## config.mk

```make
export PLATFORM = sky130hd
export DESIGN_NAME = anchored_literal_search
export DESIGN_NICKNAME = d
export VERILOG_FILES = /design/src/hdl/als_pkg.sv /design/src/hdl/als_cell.sv /design/src/hdl/als_skid.sv /design/src/hdl/anchored_literal_search.sv
export SDC_FILE = /design/constraint.sdc
export NUM_CORES = 1
export LEC_CHECK = 0
export BUFFER_PORTS_ARGS = -buffer_cell sky130_fd_sc_hd__buf_2
export CAP_MARGIN = 20
export CELL_PAD_IN_SITES_DETAIL_PLACEMENT = 1
export CELL_PAD_IN_SITES_GLOBAL_PLACEMENT = 2
export CORE_ASPECT_RATIO = 1.25
export CORE_UTILIZATION = 45
export CTS_CLUSTER_DIAMETER = 80
export DETAILED_ROUTE_END_ITERATION = 7
export HOLD_SLACK_MARGIN = 0.15
export PLACE_DENSITY_LB_ADDON = 0.1
export SYNTH_ARGS = -nofsm -noshare
export SYNTH_HDL_FRONTEND = slang
export SYNTH_SLANG_ARGS = --single-unit
```

## constraint.sdc

```tcl
create_clock -name clk -period 19.4 [get_ports clk]
set_input_delay 0.97 -clock clk [delete_from_list [all_inputs] [get_ports clk]]
set_output_delay 0.97 -clock clk [all_outputs]
set_load 0.01 [all_outputs]
```

## src/hdl/als_pkg.sv

```systemverilog
// Package of the anchored literal search block: codes, constants and chain types.
// No dependencies; used by every module of the block.
`default_nettype none

package als_pkg;

	localparam int DEF_MAX_PATTERN    = 64;
	localparam int DEF_POSITION_WIDTH = 16;
	localparam int LENGTH_CAP         = 1000;
	localparam int OUT_W              = 16;

	localparam logic [7:0] CARET  = 8'h5E;
	localparam logic [7:0] DOLLAR = 8'h24;

	typedef enum logic [1:0] {
		OP_PAT_BYTE  = 2'd0,
		OP_PAT_END   = 2'd1,
		OP_TEXT_BYTE = 2'd2,
		OP_TEXT_END  = 2'd3
	} opcode_t;

	typedef enum logic [2:0] {
		ST_ACCEPTED    = 3'd0,
		ST_MATCH       = 3'd1,
		ST_NO_MATCH    = 3'd2,
		ST_BAD_PATTERN = 3'd3,
		ST_NO_PATTERN  = 3'd4,
		ST_TOO_LONG    = 3'd5
	} status_t;

	typedef enum logic [1:0] {
		MODE_SUBSTR = 2'd0,
		MODE_PREFIX = 2'd1,
		MODE_SUFFIX = 2'd2
	} mode_t;

	// broadcast to every cell
	typedef struct packed {
		logic       load;
		logic       fresh;
		logic       step;
		logic       clear;
		logic       prefix;
		logic       first;
		logic [7:0] c;
	} cell_ctrl_t;

	// pattern path, right to left
	typedef struct packed {
		logic [7:0] data;
		logic       used;
	} pat_link_t;

	// match path, left to right
	typedef struct packed {
		logic p;
		logic used;
		logic head;
	} match_link_t;

	typedef struct packed {
		status_t           status;
		logic [OUT_W-1:0]  match_start;
		logic [OUT_W-1:0]  match_end;
	} res_t;

endpackage

`default_nettype wire

```

## src/hdl/als_cell.sv

```systemverilog
// One cell of the match chain: a pattern byte, its in-use bit and a partial-match bit.
// Depends on als_pkg for the control and link structs.
`default_nettype none

module als_cell (
	input  wire                      clk,
	input  wire                      arst_n,
	input  als_pkg::cell_ctrl_t      ctrl,
	input  als_pkg::pat_link_t       pat_in,
	output als_pkg::pat_link_t       pat_out,
	input  als_pkg::match_link_t     match_in,
	output als_pkg::match_link_t     match_out,
	output logic                     hit
);

	logic [7:0] byte_q;
	logic       used_q;
	logic       p_q;
	logic       head;
	logic       seed;
	logic       eq;

	assign head = used_q & ~match_in.used;
	assign eq   = (byte_q == ctrl.c);
	assign seed = ctrl.prefix ? (match_in.head & ctrl.first) : head;
	assign hit  = used_q & eq & (seed | match_in.p);

	assign pat_out.data = byte_q;
	assign pat_out.used = used_q & ~ctrl.fresh;

	assign match_out.p    = p_q;
	assign match_out.used = used_q;
	assign match_out.head = head;

	always_ff @(posedge clk) begin
		if (ctrl.load) begin
			byte_q <= pat_in.data;
		end
	end

	always_ff @(posedge clk or negedge arst_n) begin
		if (!arst_n) begin
			used_q <= 1'b0;
			p_q    <= 1'b0;
		end else begin
			if (ctrl.load) begin
				used_q <= pat_in.used;
			end
			if (ctrl.clear) begin
				p_q <= 1'b0;
			end else if (ctrl.step) begin
				p_q <= hit;
			end
		end
	end

endmodule

`default_nettype wire

```

## src/hdl/als_skid.sv

```systemverilog
// Two-entry result buffer: output register plus skid stage.
// Depends on als_pkg for the result struct.
`default_nettype none

module als_skid (
	input  wire              clk,
	input  wire              arst_n,
	input  wire              push,
	input  als_pkg::res_t    push_data,
	output logic             in_ready,
	output logic             out_valid,
	output als_pkg::res_t    out_data,
	input  wire              out_ready
);

	logic          main_v_q;
	logic          skid_v_q;
	als_pkg::res_t main_q;
	als_pkg::res_t skid_q;
	logic          pop;

	assign pop       = main_v_q & out_ready;
	assign in_ready  = ~skid_v_q;
	assign out_valid = main_v_q;
	assign out_data  = main_q;

	always_ff @(posedge clk or negedge arst_n) begin
		if (!arst_n) begin
			main_v_q <= 1'b0;
			skid_v_q <= 1'b0;
		end else begin
			if (!main_v_q || pop) begin
				main_v_q <= skid_v_q | push;
				skid_v_q <= 1'b0;
			end else if (push) begin
				skid_v_q <= 1'b1;
			end
		end
	end

	always_ff @(posedge clk) begin
		if (!main_v_q || pop) begin
			main_q <= skid_v_q ? skid_q : push_data;
		end else if (push) begin
			skid_q <= push_data;
		end
	end

endmodule

`default_nettype wire

```

## src/hdl/anchored_literal_search.sv

```systemverilog
// Top level of the anchored literal search block: control registers, cell chain, result buffer.
// Depends on als_pkg, als_cell and als_skid.
//
// Load a pattern one beat at a time, close it with a pattern-end beat, then stream text bytes
// and close with a text-end beat; each end beat returns one result beat. The pattern is held
// right-aligned in a row of MAX_PATTERN cells (the newest byte always in the last cell), and each
// text byte updates every cell's partial-match bit at once, so a beat of any kind is accepted in
// every cycle while the result buffer has room. The input stalls only while both entries of the
// two-deep result buffer are full. Usable pattern length is the smaller of MAX_PATTERN and 1000.
`default_nettype none

module anchored_literal_search #(
	parameter int MAX_PATTERN    = als_pkg::DEF_MAX_PATTERN,
	parameter int POSITION_WIDTH = als_pkg::DEF_POSITION_WIDTH
) (
	input  wire         clk,
	input  wire         arst_n,
	input  wire         s_tvalid,
	output logic        s_tready,
	input  wire  [7:0]  s_tdata,   // [7:0] data_byte
	input  wire  [1:0]  s_tuser,   // [1:0] opcode
	output logic        m_tvalid,
	input  wire         m_tready,
	output logic [31:0] m_tdata,   // [15:0] match_start, [31:16] match_end
	output logic [2:0]  m_tuser    // [2:0] status
);

	localparam int PAT_LIMIT = (MAX_PATTERN < als_pkg::LENGTH_CAP) ? MAX_PATTERN
	                                                                : als_pkg::LENGTH_CAP;
	localparam int LW = $clog2(PAT_LIMIT + 1);
	localparam int PW = POSITION_WIDTH;
	localparam int AW = ((PW > LW) ? PW : LW) + 1;
	localparam int OW = (PW < als_pkg::OUT_W) ? PW : als_pkg::OUT_W;

	als_pkg::opcode_t opcode;
	logic             accept;
	logic             fresh;
	logic             clear_text;
	logic             step;
	logic             push;

	logic [LW-1:0]    len_q;
	logic             ovf_q;
	logic             ready_q;
	als_pkg::mode_t   mode_q;
	logic [7:0]       first_q;
	logic [PW:0]      pos_q;
	logic             found_q;
	logic [PW-1:0]    start_q;

	als_pkg::cell_ctrl_t  ctrl;
	als_pkg::pat_link_t   pat_w   [MAX_PATTERN:0];
	als_pkg::match_link_t match_w [MAX_PATTERN:0];
	logic [MAX_PATTERN-1:0] hit_w;

	logic [AW-1:0]    pos_a;
	logic [AW-1:0]    len_a;
	logic [AW-1:0]    start_a;
	logic [AW-1:0]    s_a;
	logic [AW-1:0]    e_a;
	als_pkg::status_t st;
	als_pkg::res_t    res;
	als_pkg::res_t    out_res;
	logic             skid_ready;

	assign opcode   = als_pkg::opcode_t'(s_tuser);
	assign s_tready = skid_ready;
	assign accept   = s_tvalid & skid_ready;
	assign fresh    = ready_q | (len_q == '0);
	assign step     = accept & (opcode == als_pkg::OP_TEXT_BYTE) & ready_q & ~pos_q[PW];
	assign push     = accept & ((opcode == als_pkg::OP_PAT_END) ||
	                            (opcode == als_pkg::OP_TEXT_END));
	assign clear_text = accept & (((opcode == als_pkg::OP_PAT_BYTE) & ready_q) ||
	                              (opcode == als_pkg::OP_PAT_END) ||
	                              (opcode == als_pkg::OP_TEXT_END));

	assign ctrl.load   = accept & (opcode == als_pkg::OP_PAT_BYTE) &
	                     (fresh | (len_q < LW'(PAT_LIMIT)));
	assign ctrl.fresh  = fresh;
	assign ctrl.step   = step;
	assign ctrl.clear  = clear_text;
	assign ctrl.prefix = (mode_q == als_pkg::MODE_PREFIX);
	assign ctrl.first  = (pos_q == '0);
	assign ctrl.c      = s_tdata;

	assign pat_w[MAX_PATTERN].data = s_tdata;
	assign pat_w[MAX_PATTERN].used = 1'b1;
	assign match_w[0] = '0;

	for (genvar i = 0; i < MAX_PATTERN; i++) begin : g_cell
		als_cell u_cell (
			.clk       (clk),
			.arst_n    (arst_n),
			.ctrl      (ctrl),
			.pat_in    (pat_w[i+1]),
			.pat_out   (pat_w[i]),
			.match_in  (match_w[i]),
			.match_out (match_w[i+1]),
			.hit       (hit_w[i])
		);
	end

	always_ff @(posedge clk or negedge arst_n) begin
		if (!arst_n) begin
			len_q   <= '0;
			ovf_q   <= 1'b0;
			ready_q <= 1'b0;
			mode_q  <= als_pkg::MODE_SUBSTR;
			pos_q   <= '0;
			found_q <= 1'b0;
			start_q <= '0;
		end else if (accept) begin
			if (clear_text) begin
				pos_q   <= '0;
				found_q <= 1'b0;
				start_q <= '0;
			end
			case (opcode)
				als_pkg::OP_PAT_BYTE: begin
					if (fresh) begin
						len_q   <= LW'(1);
						ovf_q   <= 1'b0;
						ready_q <= 1'b0;
					end else if (len_q < LW'(PAT_LIMIT)) begin
						len_q <= len_q + LW'(1);
					end else begin
						ovf_q <= 1'b1;
					end
				end
				als_pkg::OP_PAT_END: begin
					if (len_q == '0 || ovf_q) begin
						len_q   <= '0;
						ovf_q   <= 1'b0;
						ready_q <= 1'b0;
					end else begin
						ready_q <= 1'b1;
						if (first_q == als_pkg::CARET) begin
							mode_q <= als_pkg::MODE_PREFIX;
						end else if (len_q >= LW'(2) &&
						             pat_w[MAX_PATTERN-1].data == als_pkg::DOLLAR) begin
							mode_q <= als_pkg::MODE_SUFFIX;
						end else begin
							mode_q <= als_pkg::MODE_SUBSTR;
						end
					end
				end
				als_pkg::OP_TEXT_BYTE: begin
					if (step) begin
						pos_q <= pos_q + (PW+1)'(1);
						if (mode_q == als_pkg::MODE_PREFIX && hit_w[MAX_PATTERN-1]) begin
							found_q <= 1'b1;
						end else if (mode_q == als_pkg::MODE_SUBSTR && !found_q &&
						             hit_w[MAX_PATTERN-1]) begin
							found_q <= 1'b1;
							start_q <= PW'(pos_a + AW'(1) - len_a);
						end
					end
				end
				default: ;
			endcase
		end
	end

	always_ff @(posedge clk) begin
		if (ctrl.load && fresh) begin
			first_q <= s_tdata;
		end
	end

	assign pos_a   = AW'(pos_q[PW-1:0]);
	assign len_a   = AW'(len_q);
	assign start_a = AW'(start_q);

	always_comb begin
		st  = als_pkg::ST_NO_MATCH;
		s_a = '0;
		e_a = '0;
		if (opcode == als_pkg::OP_PAT_END) begin
			st = (len_q == '0 || ovf_q) ? als_pkg::ST_BAD_PATTERN : als_pkg::ST_ACCEPTED;
		end else if (!ready_q) begin
			st = als_pkg::ST_NO_PATTERN;
		end else if (pos_q[PW]) begin
			st = als_pkg::ST_TOO_LONG;
		end else begin
			case (mode_q)
				als_pkg::MODE_PREFIX: begin
					if (len_q == LW'(1)) begin
						st = als_pkg::ST_MATCH;
					end else if (found_q) begin
						st  = als_pkg::ST_MATCH;
						e_a = len_a - AW'(1);
					end
				end
				als_pkg::MODE_SUFFIX: begin
					if (match_w[MAX_PATTERN-1].p && pos_a >= len_a - AW'(1)) begin
						st  = als_pkg::ST_MATCH;
						s_a = pos_a - (len_a - AW'(1));
						e_a = pos_a;
					end
				end
				default: begin
					if (found_q) begin
						st  = als_pkg::ST_MATCH;
						s_a = start_a;
						e_a = start_a + len_a;
					end
				end
			endcase
		end
	end

	assign res.status      = st;
	assign res.match_start = als_pkg::OUT_W'(s_a[OW-1:0]);
	assign res.match_end   = als_pkg::OUT_W'(e_a[OW-1:0]);

	als_skid u_skid (
		.clk       (clk),
		.arst_n    (arst_n),
		.push      (push),
		.push_data (res),
		.in_ready  (skid_ready),
		.out_valid (m_tvalid),
		.out_data  (out_res),
		.out_ready (m_tready)
	);

	assign m_tuser = out_res.status;
	assign m_tdata = {out_res.match_end, out_res.match_start};

endmodule

`default_nettype wire

```

==> flow_metrics.env <==
export IMPL_status="finished, final reports clean"
export IMPL_fin_crit_ns=5.069
export IMPL_synth_nets=2941
export IMPL_drt_total_wl_microns=100000
export IMPL_clkSinkCount=764
export IMPL_ff2ff_path_depth=8
export IMPL_syn_to_final_growth_pct=11.00
export IMPL_p_int_mw=2.820
export IMPL_p_leak_nw=14.55
export IMPL_vias=23160
export IMPL_dpl_hpwl_microns=65480
export IMPL_hold_path_class="in2async"
export IMPL_reg2reg_from="u_skid.skid_v_q"
export IMPL_cpPeakStageDelay_ns=0.86
export IMPL_grt_max_degree=156
export IMPL_antenna_cells=0
export IMPL_synth_seq_cells=764
export IMPL_grt_pass1_vias=25160
export IMPL_dp_slack_ns=13.80
export IMPL_rr_endpoint="g_cell[25].u_cell.byte_q[6]"
export IMPL_cp_top_family="buffers and inverters"
export IMPL_drt_iter0_markers=1448
export IMPL_dp_cells=3848
export IMPL_synth_top_flop_cell="edfxtp_1"
export IMPL_whs_ns=0.4014
export IMPL_r2r_slack_ns=14.33
export IMPL_pwr_share_clk_pct=38.3
export IMPL_finalSetupTns_ns=0
export IMPL_arrival_ns=5.37
export IMPL_synth_cell_types=78
export IMPL_drive_gt1_share_pct=8.037
export IMPL_gp_congestion=0.8697
export IMPL_dr_pass1_iters=5
export IMPL_syn_cell_area_sq_um=35920
export IMPL_crit_chain="buf_4 -> nor2b_1 -> nand2_1 -> or3_2 -> inv_8 -> buf_4 -> buf_4 -> buf_16"
export IMPL_fmax_mhz=197.3
export IMPL_nets=2964
export IMPL_clk_pin_slew_ns=0.07
export IMPL_cp_max_fo=155
export IMPL_syn_area_per_cell_sq_um=12.57
export IMPL_cpMostUsedCell="buf_4"
export IMPL_post_cts_setup_buffers=0
export IMPL_placed_cell_area_sq_um=37250
export IMPL_fin_skew_ns=0.01475
export IMPL_ys_async_sr_fraction_pct=22.77
export IMPL_start_util_pct=45.56
export IMPL_period_share_pct=26.13
export IMPL_ys_warn_count=0
export IMPL_cp_required_ns=19.70
export IMPL_grtUsageTotal_pct=25.09
export IMPL_fillers=8040
export IMPL_dieArea_sq_um=80970
export IMPL_combPwrFrac_pct=13.9
export IMPL_worst_slew_pin_slew_ns=1.204
export IMPL_rows=115
export IMPL_yosysSeqAreaShare_pct=61.44
export IMPL_cts_buffers_inserted=80
export IMPL_antenna_found_initial=1
export IMPL_end_kind="flop"
export IMPL_cap_viol_max_count=0
export IMPL_die_w_microns=254.7
export IMPL_hold_viol=0
export IMPL_startpoint_type="flop"
export IMPL_slew_headroom_pct=19.74
export IMPL_worstSetupPathType="reg2reg"
export IMPL_setup_viol=0
export IMPL_clock_path_buffers=3
export IMPL_power_switching_mw=1.079
export IMPL_irDropWorstVdd_mv=0.07057
export IMPL_die_h_microns=317.9
export IMPL_clock_latency_ns=0.63
export IMPL_io_pin_count=51
export IMPL_antenna_left=0
export IMPL_powerDensity_nw_per_um2=97.77
export IMPL_cts_tree="done"
export IMPL_root_buffer="clkbuf_16"
export IMPL_grt_ovfl_total=0
export IMPL_utilization_pct=50.57
export IMPL_sequentialPowerShare_pct=47.7
export IMPL_total_power_mw=3.899
export IMPL_viasPerCell=5.787
export IMPL_cts_resized_gates=0
export IMPL_slowest_stage="buf_4"
export IMPL_h_tree_depth=3
export IMPL_portBuffers=50
export IMPL_wl_per_cell_microns=24.99
export IMPL_slew_violations=0
export IMPL_swShare_pct=27.66
export IMPL_layout_setup_ws_ns=14.33
export IMPL_design_area_sq_um=39880
export IMPL_stdcell_count=4002
export IMPL_critPathBufInv=5
export IMPL_holdBufCountCts=0
export IMPL_grt_pass1_wl_microns=154300
export IMPL_drc_errors=0
export IMPL_rsz0062_at_grt="false"
export IMPL_synth_edf_count=590
export IMPL_core_region_area_sq_um=78850
export IMPL_synth_cells=2859
==> cells by family (layout without fill, tap and decap cells) <==
logic type | count (synthesis) | in the layout | share of synthesized area, %
AO/OA/AOI/OAI | 389 | 389 | 7.283
XOR/XNOR | 561 | 561 | 13.68
flip-flops | 764 | 764 | 61.44
buffers and inverters | 192 | 282 | 2.177
adder cells (fa/ha/maj) | 68 | 68 | 2.431
AND/OR/NAND/NOR | 880 | 880 | 12.84
multiplexers | 5 | 5 | 0.1498
==> power by group through the flow <==
stage	logic [mW]	clock network (mW)	registers (mW)
after global routing	0.588	1.59	1.87
final	0.544	1.49	1.86
after global placement	0.529	0	1.89
after floorplan	0.352	0	1.91
after detailed placement	0.544	0	1.89
after CTS	0.546	1.53	1.86
==> metal layers <==
layer  global-route usage (%)  vias up  share of wire (%)
met5                        0        -              0.011
met4                    11.22        2                4.2
met3                    2.881      172                3.2
met2                    44.66      419                 52
met1                    30.15    12020                 40
li1                         -    10540                  -
==> registers in the layout, indices dropped and copies added (netlist names) <==
name / count
first_q: 8
found_q: 1
g_cell.u_cell.byte_q: 512
g_cell.u_cell.p_q: 63
g_cell.u_cell.used_q: 64
len_q: 7
mode_q: 2
ovf_q: 1
pos_q: 17
ready_q: 1
start_q: 16
u_skid.out_data: 35
u_skid.out_valid: 1
u_skid.skid_q: 35
u_skid.skid_v_q: 1
==> how the worst max path moves through the flow <==
stage	from	end	cells after the start
after global placement	s_tvalid	g_cell[26].u_cell.byte_q[0]	7
final	u_skid.skid_v_q	g_cell[25].u_cell.byte_q[6]	8
after global routing	u_skid.skid_v_q	g_cell[23].u_cell.byte_q[4]	8
after floorplan	s_tvalid	g_cell[0].u_cell.byte_q[0]	5
after detailed placement	s_tvalid	g_cell[26].u_cell.byte_q[3]	7
after CTS	u_skid.skid_v_q	g_cell[26].u_cell.byte_q[0]	7
==> cells in the mapped netlist (73+ instances only) <==
library cell | instances | share of area (%)
a21oi_1 | 100 | 1.4
xor2_1 | 447 | 11
nand3_1 | 142 | 2.0
o21ai_0 | 73 | 1.0
nor4_1 | 108 | 1.9
nand2_1 | 246 | 2.6
xnor2_1 | 114 | 2.8
edfxtp_1 | 590 | 49
nor3_1 | 74 | 1.0
nor2_1 | 89 | 0.93
clkbuf_1 | 88 | 0.92
dfrtp_1 | 174 | 12
==> layout by cell type (no fill, tap or decap), types with 32 or more instances in the layout <==
master | netlist | final
xnor2_1 | 114 | 114
nand4_1 | 39 | 39
nand2_1 | 246 | 246
clkbuf_16 | 0 | 86
buf_2 | 40 | 41
xor2_1 | 447 | 447
nor2b_1 | 37 | 37
nor4_1 | 108 | 107
nor3_1 | 74 | 74
nand3_1 | 142 | 141
o311ai_0 | 32 | 32
ha_1 | 65 | 64
buf_4 | 1 | 50
inv_1 | 34 | 33
nor3b_1 | 36 | 36
a21oi_1 | 100 | 100
o21ai_0 | 73 | 72
dfrtp_1 | 174 | 174
edfxtp_1 | 590 | 590
nor2_1 | 89 | 88
==> area by class of cell <==
cell class	instances	area (sq um)	share of cell area, %
Tap cell	1053	1318	3.304
Clock inverter	43	257.7	0.6464
Timing Repair Buffer	97	711.9	1.785
Inverter	36	142.6	0.3577
Clock buffer	106	2247	5.635
Multi-Input combinational cell	1903	13130	32.92
Sequential cell	764	22070	55.35
Note: power is estimated with default switching activity, not from simulation.
